<file path="src/rtl/clsr_pkg.sv">
// ----------------------------------------------------------------------------
// clsr_pkg
// Shared types and constants of the current-limited setpoint ramp.
// ----------------------------------------------------------------------------
package clsr_pkg;

    // Configuration port geometry
    localparam int CFG_IDX_W  = 3;
    localparam int CFG_DATA_W = 32;

    // Configuration register indexes
    typedef enum logic [CFG_IDX_W-1:0] {
        CFG_RAMP_FROM     = 3'd0,
        CFG_RAMP_TO       = 3'd1,
        CFG_RAMP_DURATION = 3'd2,
        CFG_CURRENT_LIMIT = 3'd3,
        CFG_ABORT_WINDOW  = 3'd4
    } cfg_idx_t;

    // Result status codes
    typedef enum logic [1:0] {
        ST_RUNNING = 2'd0,
        ST_DONE    = 2'd1,
        ST_ABORTED = 2'd2
    } status_t;

    // Reset value of the abort window in milliseconds
    localparam logic [15:0] ABORT_WINDOW_RESET = 16'd200;

    // Endpoints at most this many LSB apart count as equal
    localparam logic signed [32:0] EQ_TOL = 33'sd6;

    // One quotient digit per mag bit
    localparam int DIV_STEPS = 32;
    localparam int DIV_CNT_W = $clog2(DIV_STEPS);

endpackage

</file>
<file path="src/rtl/clsr_if.sv">
// ----------------------------------------------------------------------------
// clsr_if
// Valid/ready channels of the ramp: tick items in, result items out.
// ----------------------------------------------------------------------------
interface clsr_tick_if ();
    logic               valid;
    logic               ready;
    logic               kind;
    logic [31:0]        now_ms;
    logic signed [15:0] current_u;
    logic signed [15:0] current_v;

    modport source (output valid, kind, now_ms, current_u, current_v, input ready);
    modport sink   (input valid, kind, now_ms, current_u, current_v, output ready);
endinterface

interface clsr_result_if import clsr_pkg::*; ();
    logic               valid;
    logic               ready;
    status_t            status;
    logic signed [31:0] applied_setpoint;
    logic [16:0]        peak_current;

    modport source (output valid, status, applied_setpoint, peak_current, input ready);
    modport sink   (input valid, status, applied_setpoint, peak_current, output ready);
endinterface

</file>
<file path="src/rtl/current_limited_setpoint_ramp_core.sv">
// ----------------------------------------------------------------------------
// current_limited_setpoint_ramp_core
// Linear Q16.16 setpoint ramp with a current-limit pause and abort window.
// ----------------------------------------------------------------------------
// One item at a time. A tick passes from acceptance through a setup step,
// a bit-serial scale unit that forms floor(|to - from| * elapsed / duration)
// one multiplier bit per cycle, then steps to add the offset, decide and load
// the result register. A new item is taken only after the return to idle.
// A tick that resumes from a pause runs setup and the scale unit a second
// time with the shifted start time before the result is loaded.
// A re-arm item goes straight to the load step, and a tick that finishes at
// once (zero duration or equal endpoints) goes from setup to the load step.
// A finished result waits in its own register, so the next item is taken
// while the previous result is still unread; the load step then holds until
// that result is taken. Configuration writes are applied at once and must
// only happen while the block is idle.
module current_limited_setpoint_ramp_core import clsr_pkg::*; (
    input  logic                  clk,
    input  logic                  rst_n,
    clsr_tick_if.sink             tick,
    clsr_result_if.source         result,
    input  logic                  cfg_we,
    input  logic [CFG_IDX_W-1:0]  cfg_index,
    input  logic [CFG_DATA_W-1:0] cfg_wdata
);

    typedef enum logic [5:0] {
        S_IDLE = 6'b000001,
        S_PREP = 6'b000010,
        S_DIV  = 6'b000100,
        S_SUM  = 6'b001000,
        S_DEC  = 6'b010000,
        S_LOAD = 6'b100000
    } state_t;

    // Configuration registers
    logic [31:0] ramp_from_reg;
    logic [31:0] ramp_to_reg;
    logic [31:0] duration_reg;
    logic [15:0] current_limit_reg;
    logic [15:0] abort_window_reg;

    // Control and ramp state
    state_t      state_reg,        state_next;
    logic        started_reg,      started_next;
    logic [31:0] start_time_reg,   start_time_next;
    logic [31:0] applied_reg,      applied_next;
    logic        pause_reg,        pause_next;
    logic [31:0] pause_start_reg,  pause_start_next;
    logic        pass2_reg,        pass2_next;
    logic        out_valid_reg,    out_valid_next;
    status_t     status_reg,       status_next;

    // Working payload
    logic [31:0]          now_reg,       now_next;
    logic [16:0]          peak_reg,      peak_next;
    logic                 neg_reg,       neg_next;
    logic                 full_reg,      full_next;
    logic [31:0]          elapsed_reg,   elapsed_next;
    logic [31:0]          pause_len_reg, pause_len_next;
    logic [31:0]          mag_sh_reg,    mag_sh_next;
    logic [31:0]          rem_reg,       rem_next;
    logic [31:0]          quo_reg,       quo_next;
    logic [DIV_CNT_W-1:0] cnt_reg,       cnt_next;
    logic [31:0]          desired_reg,   desired_next;
    status_t              out_status_reg,  out_status_next;
    logic [31:0]          out_applied_reg, out_applied_next;
    logic [16:0]          out_peak_reg,    out_peak_next;

    // Peak phase current of the incoming item; third phase is -(u + v)
    logic signed [16:0] cur_u, cur_v, cur_s;
    logic [16:0]        abs_u, abs_v, abs_w, peak_uv, peak_in;

    assign cur_u   = {tick.current_u[15], tick.current_u};
    assign cur_v   = {tick.current_v[15], tick.current_v};
    assign cur_s   = cur_u + cur_v;
    assign abs_u   = cur_u[16] ? 17'(-cur_u) : 17'(cur_u);
    assign abs_v   = cur_v[16] ? 17'(-cur_v) : 17'(cur_v);
    assign abs_w   = cur_s[16] ? 17'(-cur_s) : 17'(cur_s);
    assign peak_uv = (abs_v > abs_u) ? abs_v : abs_u;
    assign peak_in = (abs_w > peak_uv) ? abs_w : peak_uv;

    // Setup arithmetic: endpoint gap, ramp magnitude and elapsed time
    logic signed [32:0] gap;
    logic [32:0]        gap_abs;
    logic               gap_small;
    logic [31:0]        elapsed_raw;
    logic               elapsed_full;

    assign gap          = $signed({ramp_to_reg[31], ramp_to_reg})
                        - $signed({ramp_from_reg[31], ramp_from_reg});
    assign gap_abs      = gap[32] ? 33'(-gap) : 33'(gap);
    assign gap_small    = (gap <= EQ_TOL) && (gap >= -EQ_TOL);
    assign elapsed_raw  = now_reg - start_time_reg;
    assign elapsed_full = (elapsed_raw >= duration_reg);

    // Scale step: X = 2X + bit * elapsed, keep X = quo * duration + rem
    logic [33:0] step_r;
    logic [33:0] dur_x1, dur_x2;
    logic [31:0] step_rem;
    logic [1:0]  step_digit;

    assign step_r = {1'b0, rem_reg, 1'b0}
                  + (mag_sh_reg[31] ? {2'b00, elapsed_reg} : 34'd0);
    assign dur_x1 = {2'b00, duration_reg};
    assign dur_x2 = {1'b0, duration_reg, 1'b0};

    always_comb
    begin
        if (step_r >= dur_x2)
        begin
            step_rem   = 32'(step_r - dur_x2);
            step_digit = 2'd2;
        end
        else if (step_r >= dur_x1)
        begin
            step_rem   = 32'(step_r - dur_x1);
            step_digit = 2'd1;
        end
        else
        begin
            step_rem   = step_r[31:0];
            step_digit = 2'd0;
        end
    end

    // Decision terms
    logic peak_over, rising, below_resume, pause_too_long;

    assign peak_over      = (peak_reg > {1'b0, current_limit_reg});
    assign rising         = ($signed(desired_reg) > $signed(applied_reg));
    assign below_resume   = (({1'b0, peak_reg, 2'b00} + {3'b000, peak_reg})
                            <= {2'b00, current_limit_reg, 2'b00});
    assign pause_too_long = (pause_len_reg > {16'd0, abort_window_reg});

    logic result_take;
    assign result_take = out_valid_reg && result.ready;

    // Sequencer
    always_comb
    begin
        state_next       = state_reg;
        started_next     = started_reg;
        start_time_next  = start_time_reg;
        applied_next     = applied_reg;
        pause_next       = pause_reg;
        pause_start_next = pause_start_reg;
        pass2_next       = pass2_reg;
        out_valid_next   = out_valid_reg;
        status_next      = status_reg;
        now_next         = now_reg;
        peak_next        = peak_reg;
        neg_next         = neg_reg;
        full_next        = full_reg;
        elapsed_next     = elapsed_reg;
        pause_len_next   = pause_len_reg;
        mag_sh_next      = mag_sh_reg;
        rem_next         = rem_reg;
        quo_next         = quo_reg;
        cnt_next         = cnt_reg;
        desired_next     = desired_reg;
        out_status_next  = out_status_reg;
        out_applied_next = out_applied_reg;
        out_peak_next    = out_peak_reg;

        // Drop the result once taken
        if (result_take)
        begin
            out_valid_next = 1'b0;
        end

        unique case (state_reg)
            S_IDLE:
            begin
                if (tick.valid)
                begin
                    now_next    = tick.now_ms;
                    peak_next   = peak_in;
                    status_next = ST_RUNNING;
                    pass2_next  = 1'b0;
                    if (tick.kind)
                    begin
                        // Re-arm: restart from ramp_from
                        applied_next     = ramp_from_reg;
                        started_next     = 1'b0;
                        start_time_next  = 32'd0;
                        pause_next       = 1'b0;
                        pause_start_next = 32'd0;
                        state_next       = S_LOAD;
                    end
                    else
                    begin
                        if (!started_reg)
                        begin
                            start_time_next = tick.now_ms;
                            started_next    = 1'b1;
                        end
                        state_next = S_PREP;
                    end
                end
            end

            S_PREP:
            begin
                if ((duration_reg == 32'd0) || gap_small)
                begin
                    // Finish at once
                    applied_next = ramp_to_reg;
                    status_next  = ST_DONE;
                    state_next   = S_LOAD;
                end
                else
                begin
                    neg_next       = gap[32];
                    mag_sh_next    = gap_abs[31:0];
                    full_next      = elapsed_full;
                    elapsed_next   = elapsed_full ? duration_reg : elapsed_raw;
                    pause_len_next = now_reg - pause_start_reg;
                    rem_next       = 32'd0;
                    quo_next       = 32'd0;
                    cnt_next       = DIV_CNT_W'(DIV_STEPS - 1);
                    state_next     = S_DIV;
                end
            end

            S_DIV:
            begin
                // Advance one bit of the magnitude
                rem_next    = step_rem;
                quo_next    = {quo_reg[30:0], 1'b0} + {30'd0, step_digit};
                mag_sh_next = {mag_sh_reg[30:0], 1'b0};
                cnt_next    = cnt_reg - 1'b1;
                if (cnt_reg == '0)
                begin
                    state_next = S_SUM;
                end
            end

            S_SUM:
            begin
                desired_next = neg_reg ? (ramp_from_reg - quo_reg)
                                       : (ramp_from_reg + quo_reg);
                state_next   = S_DEC;
            end

            S_DEC:
            begin
                state_next = S_LOAD;
                if (pass2_reg)
                begin
                    // Resumed: apply value at the shifted time
                    applied_next = desired_reg;
                    if (full_reg)
                    begin
                        applied_next = ramp_to_reg;
                        status_next  = ST_DONE;
                    end
                end
                else if (current_limit_reg != 16'd0)
                begin
                    priority if (peak_over && rising)
                    begin
                        // Hold: enter or stay in the pause
                        if (!pause_reg)
                        begin
                            pause_next       = 1'b1;
                            pause_start_next = now_reg;
                        end
                        else if (pause_too_long)
                        begin
                            status_next = ST_ABORTED;
                        end
                    end
                    else if (pause_reg && below_resume)
                    begin
                        // Resume: shift start by the pause and scale again
                        start_time_next = start_time_reg + pause_len_reg;
                        pause_next      = 1'b0;
                        pass2_next      = 1'b1;
                        state_next      = S_PREP;
                    end
                    else if (!pause_reg)
                    begin
                        applied_next = desired_reg;
                        if (full_reg)
                        begin
                            applied_next = ramp_to_reg;
                            status_next  = ST_DONE;
                        end
                    end
                    else
                    begin
                        if (pause_too_long)
                        begin
                            status_next = ST_ABORTED;
                        end
                    end
                end
                else
                begin
                    // Limiting off: follow the ramp
                    pause_next   = 1'b0;
                    applied_next = desired_reg;
                    if (full_reg)
                    begin
                        applied_next = ramp_to_reg;
                        status_next  = ST_DONE;
                    end
                end
            end

            S_LOAD:
            begin
                if (!out_valid_reg || result.ready)
                begin
                    out_status_next  = status_reg;
                    out_applied_next = applied_reg;
                    out_peak_next    = peak_reg;
                    out_valid_next   = 1'b1;
                    state_next       = S_IDLE;
                end
            end

            default:
            begin
                state_next = S_IDLE;
            end
        endcase
    end

    // Control state
    always_ff @(posedge clk or negedge rst_n)
    begin
        if (!rst_n)
        begin
            state_reg       <= S_IDLE;
            started_reg     <= 1'b0;
            start_time_reg  <= 32'd0;
            applied_reg     <= 32'd0;
            pause_reg       <= 1'b0;
            pause_start_reg <= 32'd0;
            pass2_reg       <= 1'b0;
            out_valid_reg   <= 1'b0;
            status_reg      <= ST_RUNNING;
        end
        else
        begin
            state_reg       <= state_next;
            started_reg     <= started_next;
            start_time_reg  <= start_time_next;
            applied_reg     <= applied_next;
            pause_reg       <= pause_next;
            pause_start_reg <= pause_start_next;
            pass2_reg       <= pass2_next;
            out_valid_reg   <= out_valid_next;
            status_reg      <= status_next;
        end
    end

    // Working payload
    always_ff @(posedge clk)
    begin
        now_reg         <= now_next;
        peak_reg        <= peak_next;
        neg_reg         <= neg_next;
        full_reg        <= full_next;
        elapsed_reg     <= elapsed_next;
        pause_len_reg   <= pause_len_next;
        mag_sh_reg      <= mag_sh_next;
        rem_reg         <= rem_next;
        quo_reg         <= quo_next;
        cnt_reg         <= cnt_next;
        desired_reg     <= desired_next;
        out_status_reg  <= out_status_next;
        out_applied_reg <= out_applied_next;
        out_peak_reg    <= out_peak_next;
    end

    // Configuration writes
    always_ff @(posedge clk or negedge rst_n)
    begin
        if (!rst_n)
        begin
            ramp_from_reg     <= 32'd0;
            ramp_to_reg       <= 32'd0;
            duration_reg      <= 32'd0;
            current_limit_reg <= 16'd0;
            abort_window_reg  <= ABORT_WINDOW_RESET;
        end
        else if (cfg_we)
        begin
            unique case (cfg_index)
                CFG_RAMP_FROM:     ramp_from_reg     <= cfg_wdata;
                CFG_RAMP_TO:       ramp_to_reg       <= cfg_wdata;
                CFG_RAMP_DURATION: duration_reg      <= cfg_wdata;
                CFG_CURRENT_LIMIT: current_limit_reg <= cfg_wdata[15:0];
                CFG_ABORT_WINDOW:  abort_window_reg  <= cfg_wdata[15:0];
                default:           ;
            endcase
        end
    end

    // Channel outputs
    assign tick.ready              = (state_reg == S_IDLE);
    assign result.valid            = out_valid_reg;
    assign result.status           = out_status_reg;
    assign result.applied_setpoint = out_applied_reg;
    assign result.peak_current     = out_peak_reg;

    // An accepted item moves the sequencer into setup or result load
    a_accept_moves: assert property (@(posedge clk) disable iff (!rst_n)
        (tick.valid && tick.ready) |=> (state_reg == S_PREP || state_reg == S_LOAD))
        else $error("accepted item did not start processing");

    // A new result appears only out of the load step
    a_result_from_load: assert property (@(posedge clk) disable iff (!rst_n)
        $rose(out_valid_reg) |-> $past(state_reg == S_LOAD))
        else $error("result valid rose outside the load step");

    // The scale unit runs its full count before leaving
    a_div_full_count: assert property (@(posedge clk) disable iff (!rst_n)
        (state_reg == S_DIV && cnt_reg != '0) |=> (state_reg == S_DIV))
        else $error("scale unit left early");

endmodule

</file>
<file path="src/flat_wrapper.sv">
// flat-port wrapper written by rule: the top's interface ports become plain ports
module current_limited_setpoint_ramp_core_flat import clsr_pkg::*;
  (clk, rst_n, cfg_we, cfg_index, cfg_wdata, tick_valid, tick_kind, tick_now_ms, tick_current_u, tick_current_v, tick_ready, result_valid, result_status, result_applied_setpoint, result_peak_current, result_ready);
  clsr_tick_if tick_i ();
  clsr_result_if result_i ();
  input  logic clk;
  input  logic rst_n;
  input  logic cfg_we;
  input  logic [CFG_IDX_W-1:0] cfg_index;
  input  logic [CFG_DATA_W-1:0] cfg_wdata;
  input wire logic [$bits(tick_i.valid)-1:0] tick_valid;
  input wire logic [$bits(tick_i.kind)-1:0] tick_kind;
  input wire logic [$bits(tick_i.now_ms)-1:0] tick_now_ms;
  input wire logic [$bits(tick_i.current_u)-1:0] tick_current_u;
  input wire logic [$bits(tick_i.current_v)-1:0] tick_current_v;
  output wire logic [$bits(tick_i.ready)-1:0] tick_ready;
  output wire logic [$bits(result_i.valid)-1:0] result_valid;
  output wire logic [$bits(result_i.status)-1:0] result_status;
  output wire logic [$bits(result_i.applied_setpoint)-1:0] result_applied_setpoint;
  output wire logic [$bits(result_i.peak_current)-1:0] result_peak_current;
  input wire logic [$bits(result_i.ready)-1:0] result_ready;
  assign tick_i.valid = tick_valid;
  assign tick_i.kind = tick_kind;
  assign tick_i.now_ms = tick_now_ms;
  assign tick_i.current_u = tick_current_u;
  assign tick_i.current_v = tick_current_v;
  assign tick_ready = tick_i.ready;
  assign result_valid = result_i.valid;
  assign result_status = result_i.status;
  assign result_applied_setpoint = result_i.applied_setpoint;
  assign result_peak_current = result_i.peak_current;
  assign result_i.ready = result_ready;
  current_limited_setpoint_ramp_core u_core (.clk(clk), .rst_n(rst_n), .tick(tick_i), .result(result_i), .cfg_we(cfg_we), .cfg_index(cfg_index), .cfg_wdata(cfg_wdata));
endmodule
</file>
<file path="config.mk">
export PLATFORM = sky130hd
export DESIGN_NAME = current_limited_setpoint_ramp_core_flat
export DESIGN_NICKNAME = d
export VERILOG_FILES = /design/src/rtl/clsr_pkg.sv /design/src/rtl/clsr_if.sv /design/src/rtl/current_limited_setpoint_ramp_core.sv /design/src/flat_wrapper.sv
export SDC_FILE = /design/constraint.sdc
export NUM_CORES = 2
export LEC_CHECK = 0
export BUFFER_PORTS_ARGS = -buffer_cell sky130_fd_sc_hd__buf_4
export CAP_MARGIN = 30
export CORE_UTILIZATION = 65
export CTS_CLUSTER_SIZE = 40
export DETAILED_ROUTE_END_ITERATION = 7
export PLACE_DENSITY = 0.83
export SYNTH_ARGS = -nofsm -noshare
export SYNTH_HDL_FRONTEND = slang
export SYNTH_SLANG_ARGS = --single-unit
</file>
<file path="constraint.sdc">
create_clock -name clk -period 15.73 [get_ports clk]
set_clock_uncertainty 0.2 [all_clocks]
set_input_delay 1.573 -clock clk [delete_from_list [all_inputs] [get_ports clk]]
set_output_delay 1.573 -clock clk [all_outputs]
set_load 0.01 [all_outputs]
</file>
==> run metrics <==
DRT Pass-1 Iters=8; initial antenna violation count=1; initial core utilization=0.661; Comb pwr share=0.639; Sw Share=0.464; clock share of power=0.135; total number of vias=35100; met1 WL=47500 µm; Pins Over Slew Limit=0; postcts setup bufs=0; Post-DP HPWL=87100 µm; Slew HR=0.309; TritonCTS Buffers=59; post-synthesis mux area share=0.0406; Root Driver=clkbuf_16; fmax=0.122 GHz; Sw Pwr=4800 µW; CTS tree=built; die width=253 µm; Post-synth EDFFs=299; FP Rows=91; met3 WL post-DR=11000 µm; flops & latches, synth=535; Mapped Area=0.0409 mm²; RSZ-0062 raised after global routing=no; Chip Height=253 µm; failing checks=design-rule violations; register area share after synthesis=0.364; DRT iter0 DRCs=3729; core area=0.0619 mm²; maximum VDD drop=0.137 mV; largest net degree at the start of global routing=79; die area=0.0640 mm²; Max Cap Viol=0; vias in the first global route=33800; top cell type's share of synthesized area=0.219; gr usage total=0.362; RR Startpoint=u_core.mag_sh_reg[31]; Critical Path End Type=register; Period minus WS final=8.19 ns; synth warn=0; Slowest Stage Delay on Critical Path=0.45 ns; Mapped Cells=4429; largest family of logic cells by synthesized area=compound AO/OA/AOI/OAI gates; HP Class=register to register; WL final=116000 µm; CTS sink cnt=535; share of layout cells above drive strength 1=0.0970; H-Tree Depth=2; worst hold stages=0; Slowest cell on crit path=a221o_1; most frequent CP cell=ha_1; Power Density=230 mW/mm²; GRT overflow=0; Met2 Routed Length=52100 µm; final hold violation count=0; Main synth FF type=edfxtp_1; routability cong.=0.963; post-synthesis xor/xnor area fraction=0.0761; drt via density=6.45; number of remaining DRC errors=7; maximum fanout along the worst path=32; final setup vio count=0; remaining antenna violation count=0; Synth async-reset ratio=0.441; Final Cycle Share=0.521; beginning of the worst hold path=u_core.applied_reg[16]; leading post-synthesis cells by cell area=edfxtp_1 (22%), dfrtp_1 (14%), ha_1 (13%); max layer used=met5; worst r2r dst=u_core.quo_reg[31]; post_cts resized=0; post-synthesis cell type count=87; fin util=0.726; Internal=5540 µW; CP Launch Type=register; first-pass GRT wire length=182000 µm; WL per Instance=21.4 µm; Worst-path clk slew=0.06 ns; status=complete, but fails checks; kind of critical path=register to register; Yosys top cell by area=edfxtp_1; Ant. Diodes=0; reg2reg setup slack=7.54 ns; Clock Latency Late Sink=0.65 ns; Post-Synth Adder-Cell Area=0.138; CP required=16.00 ns; area delta synth->final=9.89%; setup TNS=0 ns; hold_buf cts=0; area fraction in and, or, nand and nor cells after synthesis=0.149; Reg power frac=0.226; average size of a mapped cell=9.24 µm²; Final #Nets=5100; Min-Delay Endpoint=u_core.result.applied_setpoint[16]; critical path arrival=8.46 ns; IO Count=158; maximum buffer depth of the clock tree=3; Pleak=0.0192 µW; port bufs=157; Reg2Reg Depth=29; Synth Area in Compound Gates=0.187; Worst-Margin Slew=1.02 ns
[critical path: cells and delay by family, from the launching register on]
| kind | cells | cell delay [ns] |
|---|---|---|
| AND/OR/NAND/NOR | 11 | 3.15 |
| AO/OA/AOI/OAI | 10 | 2.09 |
| adder cells (fa/ha/maj) | 5 | 1.50 |
| buffers and inverters | 2 | 0.56 |
| flip-flops | 1 | 0.36 |
| XOR/XNOR | 1 | 0.15 |
[cells by family after synthesis]
logic type | count (synthesis)
AOI/OAI and AO/OA | 1215
xor gates and xnor gates | 355
adders and majority gates | 445
buffers and inverters | 478
DFF | 535
muxes | 155
other | 2
and+or+nand+nor | 1244
[cell usage in the layout (no fill, tap or decap), types with 58 or more instances in the layout]
cell	n
a21o_1	122
nand4_1	58
o21ai_0	308
edfxtp_1	299
a21oi_1	359
buf_4	189
ha_1	435
nor2_1	275
dfrtp_1	232
xor2_1	107
nand2_1	368
nand3_1	86
xnor2_1	247
mux2i_1	66
mux2_2	89
inv_1	339
clkbuf_16	62
nor3_1	81
[cells in the mapped netlist (89+ instances only)]
cell type / instances
ha_1: 435
nand2_1: 369
a21oi_1: 359
inv_1: 341
o21ai_0: 308
edfxtp_1: 299
nor2_1: 278
xnor2_1: 247
dfrtp_1: 232
a21o_1: 122
clkbuf_1: 115
xor2_1: 107
mux2_2: 89
[cell type report]
cell class              instances  area [µm²]
well taps                     837        1050
clock inverters                30         233
clock buffers                  80        1700
multi-input cells            3417       24300
fillers                      4664       17000
repair buffers                195        1520
inverters                     342        1280
flip-flops and latches        535       14900
[power by group through the flow]
| stage | Clock, µW | Combinational (µW) | Sequential, µW |
|---|---|---|---|
| 2_1_floorplan | 0 | 4940 | 2230 |
| 4_1_cts | 1400 | 6470 | 2320 |
| 6_report | 1400 | 6610 | 2330 |
| 3_3_place_gp | 0 | 6220 | 2330 |
| 3_5_place_dp | 0 | 6380 | 2340 |
| 5_1_grt | 1450 | 7240 | 2360 |
[metrics by stage]
stage          power [µW]  setup slack (ns)  hold slack (ns)  cells  area, µm²
2_1_floorplan        7170              7.97            0.225   4430      40900
3_3_place_gp         8550              7.16            0.232   5321      43000
3_5_place_dp         8720              7.27            0.232   5324      43000
4_1_cts             10200              7.70            0.244   5434      44900
5_1_grt             11100              7.01            0.262   5436      45000
6_report            10300              7.54            0.245   5436      45000
[metal layers]
metal,vias to the layer above,GRT usage
met1,16800,0.484
met4,2,0.166
li1,16400,-
met5,-,0
met3,294,0.0660
met2,1582,0.573
[worst max-delay path by stage]
stage                               start                   to  depth (start not counted)  slack, ns
floorplan               tick_current_v[0]  u_core.peak_reg[16]                         31       7.97
global placement        tick_current_v[0]  u_core.peak_reg[16]                         30       7.16
detailed placement      tick_current_v[0]  u_core.peak_reg[16]                         31       7.27
CTS                 u_core.mag_sh_reg[31]   u_core.quo_reg[31]                         29       7.70
global route        u_core.mag_sh_reg[31]   u_core.quo_reg[31]                         29       7.01
finish              u_core.mag_sh_reg[31]   u_core.quo_reg[31]                         29       7.54
Note: power is estimated with default switching activity, not from simulation.
